<file path="config.mk">
export PLATFORM = sky130hd
export DESIGN_NAME = posting_delta_varbyte_encoder_top
export DESIGN_NICKNAME = d
export VERILOG_FILES = /design/src/hdl/pdvb_pkg.sv /design/src/hdl/pdvb_emit.sv /design/src/hdl/posting_delta_varbyte_encoder_top.sv
export SDC_FILE = /design/constraint.sdc
export NUM_CORES = 1
export LEC_CHECK = 0
export ABC_AREA = 1
export BUFFER_PORTS_ARGS = -buffer_cell sky130_fd_sc_hd__buf_2
export CORE_UTILIZATION = 30
export CTS_CLUSTER_SIZE = 12
export DETAILED_ROUTE_END_ITERATION = 8
export PLACE_DENSITY = 0.45
export SYNTH_ARGS = -nofsm -noshare
export SYNTH_HDL_FRONTEND = slang
export SYNTH_HIERARCHICAL = 1
export SYNTH_SLANG_ARGS = --single-unit
export TNS_END_PERCENT = 100
</file>
<file path="constraint.sdc">
create_clock -name i_clk -period 3.3 [get_ports i_clk]
set_input_delay 0.66 -clock i_clk [delete_from_list [all_inputs] [get_ports i_clk]]
set_output_delay 0.66 -clock i_clk [all_outputs]
set_load 0.03 [all_outputs]
</file>
<file path="src/hdl/pdvb_pkg.sv">
// Shared constants for the posting delta variable-byte encoder.
// No dependencies; used by pdvb_emit and posting_delta_varbyte_encoder_top.
package pdvb_pkg;

    localparam int GROUP_BITS = 7;
    localparam int BYTE_BITS  = 8;

    localparam logic [BYTE_BITS-1:0] STOP_BIT = 8'h80;

endpackage

</file>
<file path="src/hdl/pdvb_emit.sv">
// Byte emitter: walks the 7-bit groups of two values, one byte per beat.
// Depends on pdvb_pkg for group width and stop-bit constants.
module pdvb_emit #(
    parameter int VALUE_BITS = 32
) (
    input  logic                             i_clk,
    input  logic                             i_rst_n,
    input  logic                             i_load_valid,
    output logic                             o_load_ready,
    input  logic [VALUE_BITS-1:0]            i_val0,
    input  logic [VALUE_BITS-1:0]            i_val1,
    input  logic [$clog2((VALUE_BITS + pdvb_pkg::GROUP_BITS - 1)
                         / pdvb_pkg::GROUP_BITS)-1:0] i_top0,
    input  logic [$clog2((VALUE_BITS + pdvb_pkg::GROUP_BITS - 1)
                         / pdvb_pkg::GROUP_BITS)-1:0] i_top1,
    output logic                             o_valid,
    input  logic                             i_ready,
    output logic [pdvb_pkg::BYTE_BITS-1:0]   o_out_byte,
    output logic                             o_last_byte
);

    localparam int GB = pdvb_pkg::GROUP_BITS;
    localparam int NG = (VALUE_BITS + GB - 1) / GB;
    localparam int PW = NG * GB;
    localparam int GW = $clog2(NG);

    logic                         r_busy;
    logic                         r_sel;
    logic [GW-1:0]                r_grp;
    logic [GW-1:0]                r_top1;
    logic [VALUE_BITS-1:0]        r_val0;
    logic [VALUE_BITS-1:0]        r_val1;
    logic                         r_ov;
    logic [pdvb_pkg::BYTE_BITS-1:0] r_byte;
    logic                         r_last;

    logic                         load;
    logic                         out_free;
    logic                         step;
    logic                         stop;
    logic                         final_beat;
    logic [PW-1:0]                pad;
    logic [GB-1:0]                grp;
    logic [pdvb_pkg::BYTE_BITS-1:0] n_byte;

    assign out_free     = !r_ov || i_ready;
    assign step         = r_busy && out_free;
    assign stop         = (r_grp == '0);
    assign final_beat   = stop && r_sel;
    assign o_load_ready = !r_busy || (step && final_beat);
    assign load         = i_load_valid && o_load_ready;

    // Select the current group of the value being walked.
    always_comb begin
        pad = PW'(r_sel ? r_val1 : r_val0);
        grp = '0;
        for (int g = 0; g < NG; g++) begin
            if (r_grp == GW'(g)) begin
                grp = pad[g*GB +: GB];
            end
        end
        n_byte = {1'b0, grp};
        if (stop) begin
            n_byte = n_byte | pdvb_pkg::STOP_BIT;
        end
    end

    always_ff @(posedge i_clk) begin
        if (!i_rst_n) begin
            r_busy <= 1'b0;
            r_sel  <= 1'b0;
            r_grp  <= '0;
            r_top1 <= '0;
        end else if (load) begin
            r_busy <= 1'b1;
            r_sel  <= 1'b0;
            r_grp  <= i_top0;
            r_top1 <= i_top1;
        end else if (step) begin
            if (final_beat) begin
                r_busy <= 1'b0;
            end else if (stop) begin
                r_sel <= 1'b1;
                r_grp <= r_top1;
            end else begin
                r_grp <= r_grp - GW'(1);
            end
        end
    end

    always_ff @(posedge i_clk) begin
        if (load) begin
            r_val0 <= i_val0;
            r_val1 <= i_val1;
        end
    end

    always_ff @(posedge i_clk) begin
        if (!i_rst_n) begin
            r_ov <= 1'b0;
        end else if (out_free) begin
            r_ov <= step;
        end
    end

    always_ff @(posedge i_clk) begin
        if (step) begin
            r_byte <= n_byte;
            r_last <= final_beat;
        end
    end

    assign o_valid     = r_ov;
    assign o_out_byte  = r_byte;
    assign o_last_byte = r_last;

    a_last_has_stop: assert property (@(posedge i_clk) disable iff (!i_rst_n)
        o_valid && o_last_byte |-> o_out_byte[pdvb_pkg::BYTE_BITS-1])
        else $error("posting end byte lacks stop bit");

    a_grp_range: assert property (@(posedge i_clk) disable iff (!i_rst_n)
        r_busy |-> (r_grp <= GW'(NG - 1)))
        else $error("group index out of range");

    a_load_busy: assert property (@(posedge i_clk) disable iff (!i_rst_n)
        load |=> r_busy)
        else $error("emitter idle after load");

    a_mid_busy: assert property (@(posedge i_clk) disable iff (!i_rst_n)
        step && !final_beat && !load |=> r_busy)
        else $error("emitter stopped before posting end");

endmodule

</file>
<file path="src/hdl/posting_delta_varbyte_encoder_top.sv">
// A posting waits in the input stage, is loaded into the emitter, and its first byte
// is registered on the output. One output byte per cycle while i_ready is high; a
// posting codes as 2 to 2*ceil(VALUE_BITS/7) bytes (10 at VALUE_BITS = 32).
// The next posting is taken while the current one is still emitting bytes.
// Reset (synchronous, active low) empties both stages and clears the previous
// document id to zero.
module posting_delta_varbyte_encoder_top #(
    parameter int VALUE_BITS = 32
) (
    input  logic                           i_clk,
    input  logic                           i_rst_n,
    input  logic                           i_valid,
    output logic                           o_ready,
    input  logic [31:0]                    i_doc_id,
    input  logic [31:0]                    i_term_freq,
    input  logic                           i_first_of_list,
    output logic                           o_valid,
    input  logic                           i_ready,
    output logic [pdvb_pkg::BYTE_BITS-1:0] o_out_byte,
    output logic                           o_last_byte
);

    localparam int GB = pdvb_pkg::GROUP_BITS;
    localparam int NG = (VALUE_BITS + GB - 1) / GB;
    localparam int PW = NG * GB;
    localparam int GW = $clog2(NG);

    // Previous document id, kept at full input width.
    logic [31:0]           r_prev;

    // Input stage: the two values to code and the index of their top group.
    logic                  r_a_valid;
    logic [VALUE_BITS-1:0] r_a_val0;
    logic [VALUE_BITS-1:0] r_a_val1;
    logic [GW-1:0]         r_a_top0;
    logic [GW-1:0]         r_a_top1;

    logic                  in_beat;
    logic                  load_ready;
    logic [VALUE_BITS-1:0] n_val0;
    logic [VALUE_BITS-1:0] n_val1;
    logic [GW-1:0]         n_top0;
    logic [GW-1:0]         n_top1;
    logic [PW-1:0]         pad0;
    logic [PW-1:0]         pad1;

    assign o_ready = !r_a_valid || load_ready;
    assign in_beat = i_valid && o_ready;

    // Raw id on the first posting of a list, else the gap modulo 2^VALUE_BITS.
    // Find the highest nonzero 7-bit group; zero still codes as one group.
    always_comb begin
        if (i_first_of_list) begin
            n_val0 = VALUE_BITS'(i_doc_id);
        end else begin
            n_val0 = VALUE_BITS'(i_doc_id) - VALUE_BITS'(r_prev);
        end
        n_val1 = VALUE_BITS'(i_term_freq);
        pad0   = PW'(n_val0);
        pad1   = PW'(n_val1);
        n_top0 = '0;
        n_top1 = '0;
        for (int g = 1; g < NG; g++) begin
            if (pad0[g*GB +: GB] != '0) begin
                n_top0 = GW'(g);
            end
            if (pad1[g*GB +: GB] != '0) begin
                n_top1 = GW'(g);
            end
        end
    end

    // Every posting, flagged or not, becomes the new previous id.
    always_ff @(posedge i_clk) begin
        if (!i_rst_n) begin
            r_prev <= '0;
        end else if (in_beat) begin
            r_prev <= i_doc_id;
        end
    end

    // Hold the input stage until the emitter takes it.
    always_ff @(posedge i_clk) begin
        if (!i_rst_n) begin
            r_a_valid <= 1'b0;
        end else if (in_beat) begin
            r_a_valid <= 1'b1;
        end else if (load_ready) begin
            r_a_valid <= 1'b0;
        end
    end

    always_ff @(posedge i_clk) begin
        if (in_beat) begin
            r_a_val0 <= n_val0;
            r_a_val1 <= n_val1;
            r_a_top0 <= n_top0;
            r_a_top1 <= n_top1;
        end
    end

    pdvb_emit #(
        .VALUE_BITS (VALUE_BITS)
    ) u_emit (
        .i_clk        (i_clk),
        .i_rst_n      (i_rst_n),
        .i_load_valid (r_a_valid),
        .o_load_ready (load_ready),
        .i_val0       (r_a_val0),
        .i_val1       (r_a_val1),
        .i_top0       (r_a_top0),
        .i_top1       (r_a_top1),
        .o_valid      (o_valid),
        .i_ready      (i_ready),
        .o_out_byte   (o_out_byte),
        .o_last_byte  (o_last_byte)
    );

endmodule

</file>
==> results.txt, run 1 <==
outcome: complete, no violations
ys async rst share: 0%
Max rail drop VDD: 0.370 mV
met3 WL: 905 um
fin crit share: 81.6%
mapped cell area: 0.00977 mm2
total CTS buffers: 17
Die Ht: 182 um
Worst Tran Pin Value: 1.20 ns
share of cells above drive strength 1: 14.0%
total power: 6.23 mW
area of the multi-input gates: 0.00378 mm2
type of element capturing the critical path: output pin
Clock transition at path regs: 0.09 ns
pwr dens: 550 mW/mm2
Yosys top cell area share: 44.0%
Syn Inst Count: 1162
die width: 182 um
count leader, synth: nand2_1
CTS max path bufs: 2
Clock Sinks: 185
DRC: 0
register area share after synthesis: 52.6%
met2 wire length: 11300 um
post-synth top area cell: edfxtp_1
relative slew slack: 19.8%
gpl congestion: 0.877
Post-CTS Setup Inserts: 0
TritonCTS clock tree: yes
Synth Warn #: 6
CP Data Arrival Time: 2.03 ns
synth unique cells: 41
critical-path cell list: inv_1 -> ha_1 -> nand3_4 -> nand2_4 -> nand2_1 -> inv_1 -> inv_1 -> nand2_1 -> buf_2
htree depth: 4
top sig layer: met4
final wirelength: 24500 um
full die area: 0.0333 mm2
Req. time, crit path: 2.64 ns
RSZ-0062 raised after global routing: no
WHS Path Cells: 1
first-pass GRT wire length: 38900 um
r2r worst-path depth: 16
initial antenna violation count: 0
clk_lat worst skew: 0.44 ns
Worst Clk Skew: 0.0163 ns
WL per Instance: 14.5 um
# IOs: 80
Final setup viols: 0
slowest stage cell, crit path: dfxtp_1
min cycle time layout: 2.69 ns
most used cell along the critical path: inv_1
final core utilization: 35.6%
vias per cell: 4.42
Net Count, Synth: 1268
routed via count: 7500
kind of critical path: reg -> out
Post-synth EDFFs: 143
Root Buffer: clkbuf_16
Max Freq: 0.371 GHz
first drt pass iteration count: 7
largest net degree at the start of global routing: 48
hold_ws: 0.402 ns
Reg area: 0.00513 mm2
Setup TNS: 0 ns
dominant synthesized flop cell: edfxtp_1
Yosys reg bits: 185
synth top area cells: edfxtp_1, nand2_1, dfxtp_1
initial drt markers: 482
vias in the first global route: 7205
synthesis-to-finish area growth: 15.9%
grt ovf: 0
# hold bufs at CTS: 0
number of port buffers: 79
Initial Utilization: 30.7%
syn_area_per_cell: 8.41 um2
critical path depth: 9
Rows: 65
Post-DP HPWL: 18800 um
CTS-repair resized insts: 0
CP Launch Type: flip-flop
dpl ws: 0.291 ns
Static Leak: 5.11 nW
number of buffers and inverters on the critical path: 4
worst-path maximum fanout: 7
max-cap violation count: 0
Total GRT Usage: 15.4%
fill count: 3325
ANT cells: 0
Crit path largest cell delay: 0.35 ns
M1 WL: 12200 um
HP Class: in -> reg
area of the core: 0.0318 mm2
Final WS setup: 0.607 ns
ANT nets after route: 0
synth cell count leaders: nand2_1, inv_1, edfxtp_1
Hold Vio Cnt, Final: 0
fin nets: 1353
cell family with most CP delay: simple AND/OR/NAND/NOR gates
Slew Limit Fails: 0
## cells by family after synthesis
family | Yosys count | synth area share, %
adders and majority gates | 37 | 4.82
AOI/OAI and AO/OA | 138 | 7.44
xor gates and xnor gates | 2 | 0.179
and+or+nand+nor | 582 | 26.0
buffers and inverters | 216 | 8.76
DFF | 185 | 52.6
muxes | 2 | 0.205
## placed cells by master, fill, tap and decap left out, types with 3 or more instances in the layout
| cell type | n |
|---|---|
| or4_1 | 4 |
| inv_2 | 6 |
| nor2_4 | 3 |
| o21ai_0 | 63 |
| edfxtp_1 | 143 |
| nor2_1 | 89 |
| buf_4 | 8 |
| nand3_1 | 79 |
| nand2_2 | 16 |
| nand3b_1 | 6 |
| dfxtp_1 | 42 |
| nor3_1 | 3 |
| inv_6 | 3 |
| o21ai_1 | 4 |
| inv_8 | 3 |
| nand4_1 | 12 |
| buf_2 | 79 |
| clkinv_8 | 5 |
| nand3_2 | 6 |
| or2_2 | 7 |
| nand2_1 | 343 |
| nor2_2 | 7 |
| a21oi_1 | 62 |
| a21oi_2 | 3 |
| clkbuf_16 | 17 |
| inv_1 | 184 |
| ha_1 | 36 |
## through the flow
stage / area (um2) / instances
after CTS: 11300 / 1695
final: 11300 / 1695
after floorplan: 9770 / 1162
after global placement: 10700 / 1663
after detailed placement: 10700 / 1663
after global routing: 11300 / 1695
## layout make-up
type / instances / share of cell area [%]
Clock buffer: 17 / 3.76
Clock inverter: 15 / 1.88
Inverter: 193 / 6.45
Multi-Input combinational cell: 761 / 33.4
Sequential cell: 185 / 45.3
Tap cell: 435 / 4.81
Timing Repair Buffer: 89 / 4.38
## registers in the layout, indices dropped and copies added (netlist names)
name / count
r_a_val1: 32
u_emit/r_grp: 3
u_emit/r_val0: 32
r_a_val0: 32
r_prev: 32
u_emit/o_valid: 1
r_a_top0: 3
u_emit/o_out_byte: 8
u_emit/r_val1: 32
r_a_top1: 3
u_emit/r_top1: 3
u_emit/r_sel: 1
r_a_valid: 1
u_emit/o_last_byte: 1
u_emit/r_busy: 1
## routing by layer
layer | vias to the layer above | track usage (%)
li1 | 3947 | -
met1 | 3392 | 20.8
met2 | 148 | 25.3
met3 | 13 | 2.93
met4 | 0 | 3.73
met5 | - | 0
## final timing paths
check                  startpoint                 to  slack [ns]
setup / recovery  u_emit/r_grp[0]            o_ready        0.61
hold / removal    i_term_freq[15]       r_a_val1[15]        0.40
setup reg to reg        r_prev[0]        r_a_top0[1]        0.78
hold reg to reg      r_a_val1[28]  u_emit/r_val1[28]        0.41
## report_power, final
part / internal (mW) / total [mW] / leakage, nW / switching [mW]
logic: 0.395 / 1.25 / 3.09 / 0.856
clock network: 1.12 / 2.17 / 0.309 / 1.06
registers: 2.74 / 2.80 / 1.71 / 0.0616
total: 4.25 / 6.23 / 5.11 / 1.97
(Power assumes the default switching activity.)
==> run 2: changes to the inputs <==
==> constraint.sdc (replaced) <==
create_clock -name i_clk -period 2.4 [get_ports i_clk]
set_input_delay 0.48 -clock i_clk [delete_from_list [all_inputs] [get_ports i_clk]]
set_output_delay 0.48 -clock i_clk [all_outputs]
set_load 0.03 [all_outputs]
==> results.txt, run 2 (synthesis results as in run 1) <==
outcome: complete, no violations
Die Ht: 182 um
most used cell along the critical path: nand2_1
largest net degree at the start of global routing: 63
type of element capturing the critical path: flip-flop
CP Launch Type: flip-flop
Hold Vio Cnt, Final: 0
first-pass GRT wire length: 40600 um
Max rail drop VDD: 0.512 mV
CP Data Arrival Time: 2.45 ns
Worst Tran Pin Value: 0.498 ns
critical-path cell list: inv_1 -> ha_2 -> a21oi_1 -> nor2_1 -> nor2_1 -> nand2_1 -> a21oi_2 -> nand2_1 -> nand2_1 -> nand3_1 -> nand2_2 -> nand3_1 -> nor2_2 -> a21oi_1
# hold bufs at CTS: 0
Clock Sinks: 185
fin nets: 1465
hold_ws: 0.212 ns
initial drt markers: 387
# IOs: 80
Worst Clk Skew: 0.0144 ns
grt ovf: 0
placed instance area: 0.0116 mm2
worst reg-to-reg setup slack: 0.14 ns
fin crit share: 94.0%
synthesis-to-finish area growth: 29.5%
Total GRT Usage: 15.9%
total power: 8.80 mW
full die area: 0.0333 mm2
gpl congestion: 0.851
slowest stage cell, crit path: dfxtp_1
dpl ws: -0.315 ns
vias in the first global route: 7729
reg2reg end: r_a_top0[0]
share of cells above drive strength 1: 28.1%
kind of critical path: reg -> reg
initial antenna violation count: 0
area of the core: 0.0318 mm2
pwr dens: 695 mW/mm2
final wirelength: 25600 um
Root Buffer: clkbuf_16
Static Leak: 5.68 nW
Max Freq: 0.443 GHz
Rows: 65
number of port buffers: 79
ANT nets after route: 0
r2r worst-path depth: 14
Worst setup endpoint: r_a_top0[0]
TritonCTS clock tree: yes
Clock transition at path regs: 0.07 ns
total CTS buffers: 17
first drt pass iteration count: 5
relative slew slack: 66.8%
min cycle time layout: 2.26 ns
vias per cell: 4.36
CP Launch Point: r_prev[23]
Initial Utilization: 30.7%
Crit Reg-Reg Startpoint: r_prev[23]
max-cap violation count: 0
Crit path largest cell delay: 0.30 ns
most frequent cells in the layout: nand2_1, inv_1, edfxtp_1
htree depth: 4
die width: 182 um
WL per Instance: 14.2 um
routed via count: 7881
Req. time, crit path: 2.59 ns
Post-DP HPWL: 19600 um
Non-Filler Cell Area, Final: 0.0127 mm2
leading cell type in the layout, fill and taps excluded: nand2_1
Final setup viols: 0
HP Class: in -> reg
clk_lat worst skew: 0.45 ns
Final WS setup: 0.145 ns
ANT cells: 0
DRC: 0
worst-path maximum fanout: 5
Slew Limit Fails: 0
CTS max path bufs: 2
-- run 2: cell count changes in the layout (fill, tap and decap cells not counted), moves of 8 or more --
cell     before  now
a21oi_1      62   54
buf_4         8  117
ha_1         36   15
ha_4          0   18
inv_1       184  176
inv_2         6   14
nand2_1     343  314
nand2_2      16   40
nor2_1       89   69
nor2_2        7   20
-- run 2: worst min path at each step --
| stage | startpoint | to | slack, ns | cells past startpoint |
|---|---|---|---|---|
| 3_3_place_gp | r_a_val1[26] | u_emit/r_val1[26] | 0.40 | 0 |
| 6_report | i_term_freq[4] | r_a_val1[4] | 0.21 | 1 |
| 3_5_place_dp | r_a_val0[13] | u_emit/r_val0[13] | 0.40 | 0 |
| 4_1_cts | i_term_freq[6] | r_a_val1[6] | 0.19 | 1 |
| 2_1_floorplan | r_a_val0[0] | u_emit/r_val0[0] | 0.40 | 0 |
| 5_1_grt | i_term_freq[5] | r_a_val1[5] | 0.19 | 1 |
-- run 2: timing repair --
item,4_1_cts,5_1_grt
setup endpoints to repair,2,4
pin swaps,0,22
buffers inserted,0,4
gates resized for setup,7,100
gates cloned,0,0
-- run 2: area by class of cell --
class	count	area (um2)
clock buffer	18	429
clock inverter	14	148
fill	3298	19100
inverter	193	731
multi-input combinational	761	4290
sequential	185	5140
tap	435	544
timing repair buffer	201	1370
-- run 2: metrics by stage --
step / TNS, ns / util [%] / std cells
after global placement: -1.37 / 36.4 / 1771
final: 0 / 39.8 / 1807
after detailed placement: -1.62 / 36.4 / 1771
after global routing: -0.0195 / 39.8 / 1807
after CTS: 0 / 38.3 / 1803
after floorplan: -10.72 / - / 1162
-- run 2: worst max-delay path: cells and delay by family (launching register included) --
| family | cells | cell delay (ns) |
|---|---|---|
| and+or+nand+nor | 9 | 0.84 |
| buffers and inverters | 1 | 0.06 |
| DFF | 1 | 0.30 |
| AOI/OAI and AO/OA | 3 | 0.49 |
| adders and majority gates | 1 | 0.30 |
-- run 2: metal layers --
| metal | vias to the layer above | global-route usage [%] | part of all wire [%] |
|---|---|---|---|
| li1 | 4153 | - | - |
| met1 | 3556 | 21.2 | 49 |
| met2 | 136 | 26.3 | 46 |
| met3 | 36 | 2.61 | 2.9 |
| met4 | 0 | 5.41 | 1.9 |
| met5 | - | 0 | 0 |
-- run 2: power breakdown --
part / total, mW / leakage (nW) / internal [mW] / switching [mW]
Clock: 2.76 / 0.276 / 1.39 / 1.37
Combinational: 2.18 / 3.69 / 0.866 / 1.31
Sequential: 3.86 / 1.71 / 3.77 / 0.0851
Total: 8.80 / 5.68 / 6.03 / 2.77
==> run 3: changes to the inputs <==
--- a/config.mk
+++ b/config.mk
@@ -5,12 +5,11 @@
 export SDC_FILE = /design/constraint.sdc
 export NUM_CORES = 1
 export LEC_CHECK = 0
-export ABC_AREA = 1
 export BUFFER_PORTS_ARGS = -buffer_cell sky130_fd_sc_hd__buf_2
-export CORE_UTILIZATION = 30
+export CORE_UTILIZATION = 50
 export CTS_CLUSTER_SIZE = 12
 export DETAILED_ROUTE_END_ITERATION = 8
-export PLACE_DENSITY = 0.45
+export PLACE_DENSITY = 0.69
 export SYNTH_ARGS = -nofsm -noshare
 export SYNTH_HDL_FRONTEND = slang
 export SYNTH_HIERARCHICAL = 1
==> results.txt, run 3 <==
CP Launch Point: r_prev[0]
ANT nets after route: 0
die width: 136 um
Worst Tran Pin Value: 0.642 ns
critical-path cell list: ha_4 -> fa_2 -> nor2b_4 -> o2111ai_4 -> a21oi_4 -> buf_6 -> o21ai_4 -> o311a_1 -> xor2_1 -> o21ai_2 -> or4b_4 -> or4_4 -> a21oi_2
Syn Inst Count: 803
fin crit share: 144%
Rows: 48
Hold Startpoint: i_term_freq[2]
cell family with most CP delay: simple AND/OR/NAND/NOR gates
synth unique cells: 71
slowest stage cell, crit path: or4b_4
placed instance area: 0.0111 mm2
pwr dens: 704 mW/mm2
count leader, synth: edfxtp_1
vias per cell: 5.46
DRC: 0
Reg area: 0.00515 mm2
Hold Vio Cnt, Final: 0
ANT cells: 0
most frequent cells in the layout: buf_4, edfxtp_1, nand2_1
gpl congestion: 0.924
Final WS setup: -1.06 ns
Worst Clk Skew: 0.0146 ns
TritonCTS clock tree: yes
grt ovf: 0
Yosys reg bits: 185
Req. time, crit path: 2.68 ns
fin nets: 1168
kind of critical path: reg -> reg
max-cap violation count: 0
Static Leak: 4.87 nW
type of element capturing the critical path: flip-flop
Clock Sinks: 185
hold_ws: 0.222 ns
Post-DP HPWL: 16900 um
# hold bufs at CTS: 0
mapped cell area: 0.00900 mm2
worst-path maximum fanout: 3
fill count: 1232
CP Launch Type: flip-flop
outcome: complete, but fails checks
Net Count, Synth: 909
CTS max path bufs: 2
ys async rst share: 0%
initial drt markers: 447
post-synth top area cell: edfxtp_1
Synth Warn #: 6
synth top area cells: edfxtp_1, dfxtp_1, nand2_1
Final setup viols: 21
Crit path largest cell delay: 0.49 ns
synthesis-to-finish area growth: 37.7%
first-pass GRT wire length: 36200 um
vias in the first global route: 7158
WL per Instance: 17.8 um
leading cell type in the layout, fill and taps excluded: buf_4
Max Freq: 0.289 GHz
synth cell count leaders: edfxtp_1, nand2_1, inv_1
Total GRT Usage: 26.0%
Pint: 6.30 mW
final wirelength: 23200 um
Switching Fraction: 27.8%
full die area: 0.0186 mm2
part of the power in registers: 44.0%
share of total power in combinational logic: 23.2%
register area share after synthesis: 57.0%
Yosys top cell area share: 47.7%
RSZ-0062 raised after global routing: yes
area of the core: 0.0174 mm2
Clock transition at path regs: 0.07 ns
min cycle time layout: 3.46 ns
Initial Utilization: 51.7%
Slew Limit Fails: 0
syn_area_per_cell: 11.2 um2
HP Class: in -> reg
Post-synth EDFFs: 143
Non-Filler Cell Area, Final: 0.0124 mm2
Clock Power Share: 32.8%
Root Buffer: clkbuf_16
initial antenna violation count: 0
share of cells above drive strength 1: 39.7%
total CTS buffers: 17
clk_lat worst skew: 0.43 ns
number of buffers and inverters on the critical path: 1
switching power: 2.43 mW
first drt pass iteration count: 5
CP Data Arrival Time: 3.74 ns
failing checks: setup timing
relative slew slack: 56.8%
Setup TNS: -8.17 ns
number of port buffers: 79
Crit Reg-Reg Startpoint: r_prev[0]
Die Ht: 136 um
dominant synthesized flop cell: edfxtp_1
# IOs: 80
routed via count: 7100
htree depth: 4
Max rail drop VDD: 0.539 mV
largest net degree at the start of global routing: 81
area of the multi-input gates: 0.00414 mm2
## run 3: cell families after synthesis
| kind of cell | count (synthesis) | synth area share (%) |
|---|---|---|
| buf+inv | 90 | 4.04 |
| flops | 185 | 57.0 |
| simple gates | 221 | 11.3 |
| fa+ha+maj | 37 | 5.22 |
| mux | 38 | 4.31 |
| xor+xnor | 26 | 2.53 |
| compound gates | 206 | 15.5 |
## run 3: layout make-up
class                           count  share of cell area [%]
Tap cell                          225                    2.27
Inverter                           53                    1.75
Timing Repair Buffer              277                    16.1
Clock buffer                       23                    4.21
Sequential cell                   185                    41.5
Clock inverter                      9                   0.726
Multi-Input combinational cell    528                    33.4
## run 3: what timing repair did
action / in CTS / in global routing
gates cloned: 0 / 0
setup buffers: 27 / 13
pin swaps: 36 / 48
gates resized for setup: 77 / 54
setup endpoints to repair: 22 / 26
## run 3: metal layers
layer,wire length [um],global-route usage (%),up-vias,share of wire (%)
li1,-,-,3457,-
met1,9940,31.7,3387,43
met2,11500,45.1,219,50
met3,1170,5.44,37,5.1
met4,584,9.57,0,2.5
met5,0,0,-,0
## run 3: through the flow
step                      total power [mW]  setup slack, ns  instances  utilization (%)
final                                 8.73            -1.06       1300             71.2
after global routing                  9.08            -1.13       1300             71.2
after CTS                             8.70           -0.955       1298             70.0
after detailed placement              5.65            -1.37       1244             63.9
after global placement                5.60            -1.29       1244             63.9
after floorplan                       4.87           -0.953        803                -
## run 3: path summary, 6_finish.rpt
check	endpoint	slack, ns	depth (start not counted)
min	r_a_val1[2]	0.22	1
max reg2reg	r_a_top0[0]	-1.06	13
max	r_a_top0[0]	-1.06	13
min reg2reg	u_emit/r_val1[11]	0.41	0
## run 3: power groups by stage
stage / clock [mW] / sequential, mW / combinational (mW)
3_5_place_dp: 0 / 3.91 / 1.74
6_report: 2.86 / 3.84 / 2.02
4_1_cts: 2.92 / 3.84 / 1.93
5_1_grt: 3.03 / 3.86 / 2.18
2_1_floorplan: 0 / 3.90 / 0.971
3_3_place_gp: 0 / 3.90 / 1.70
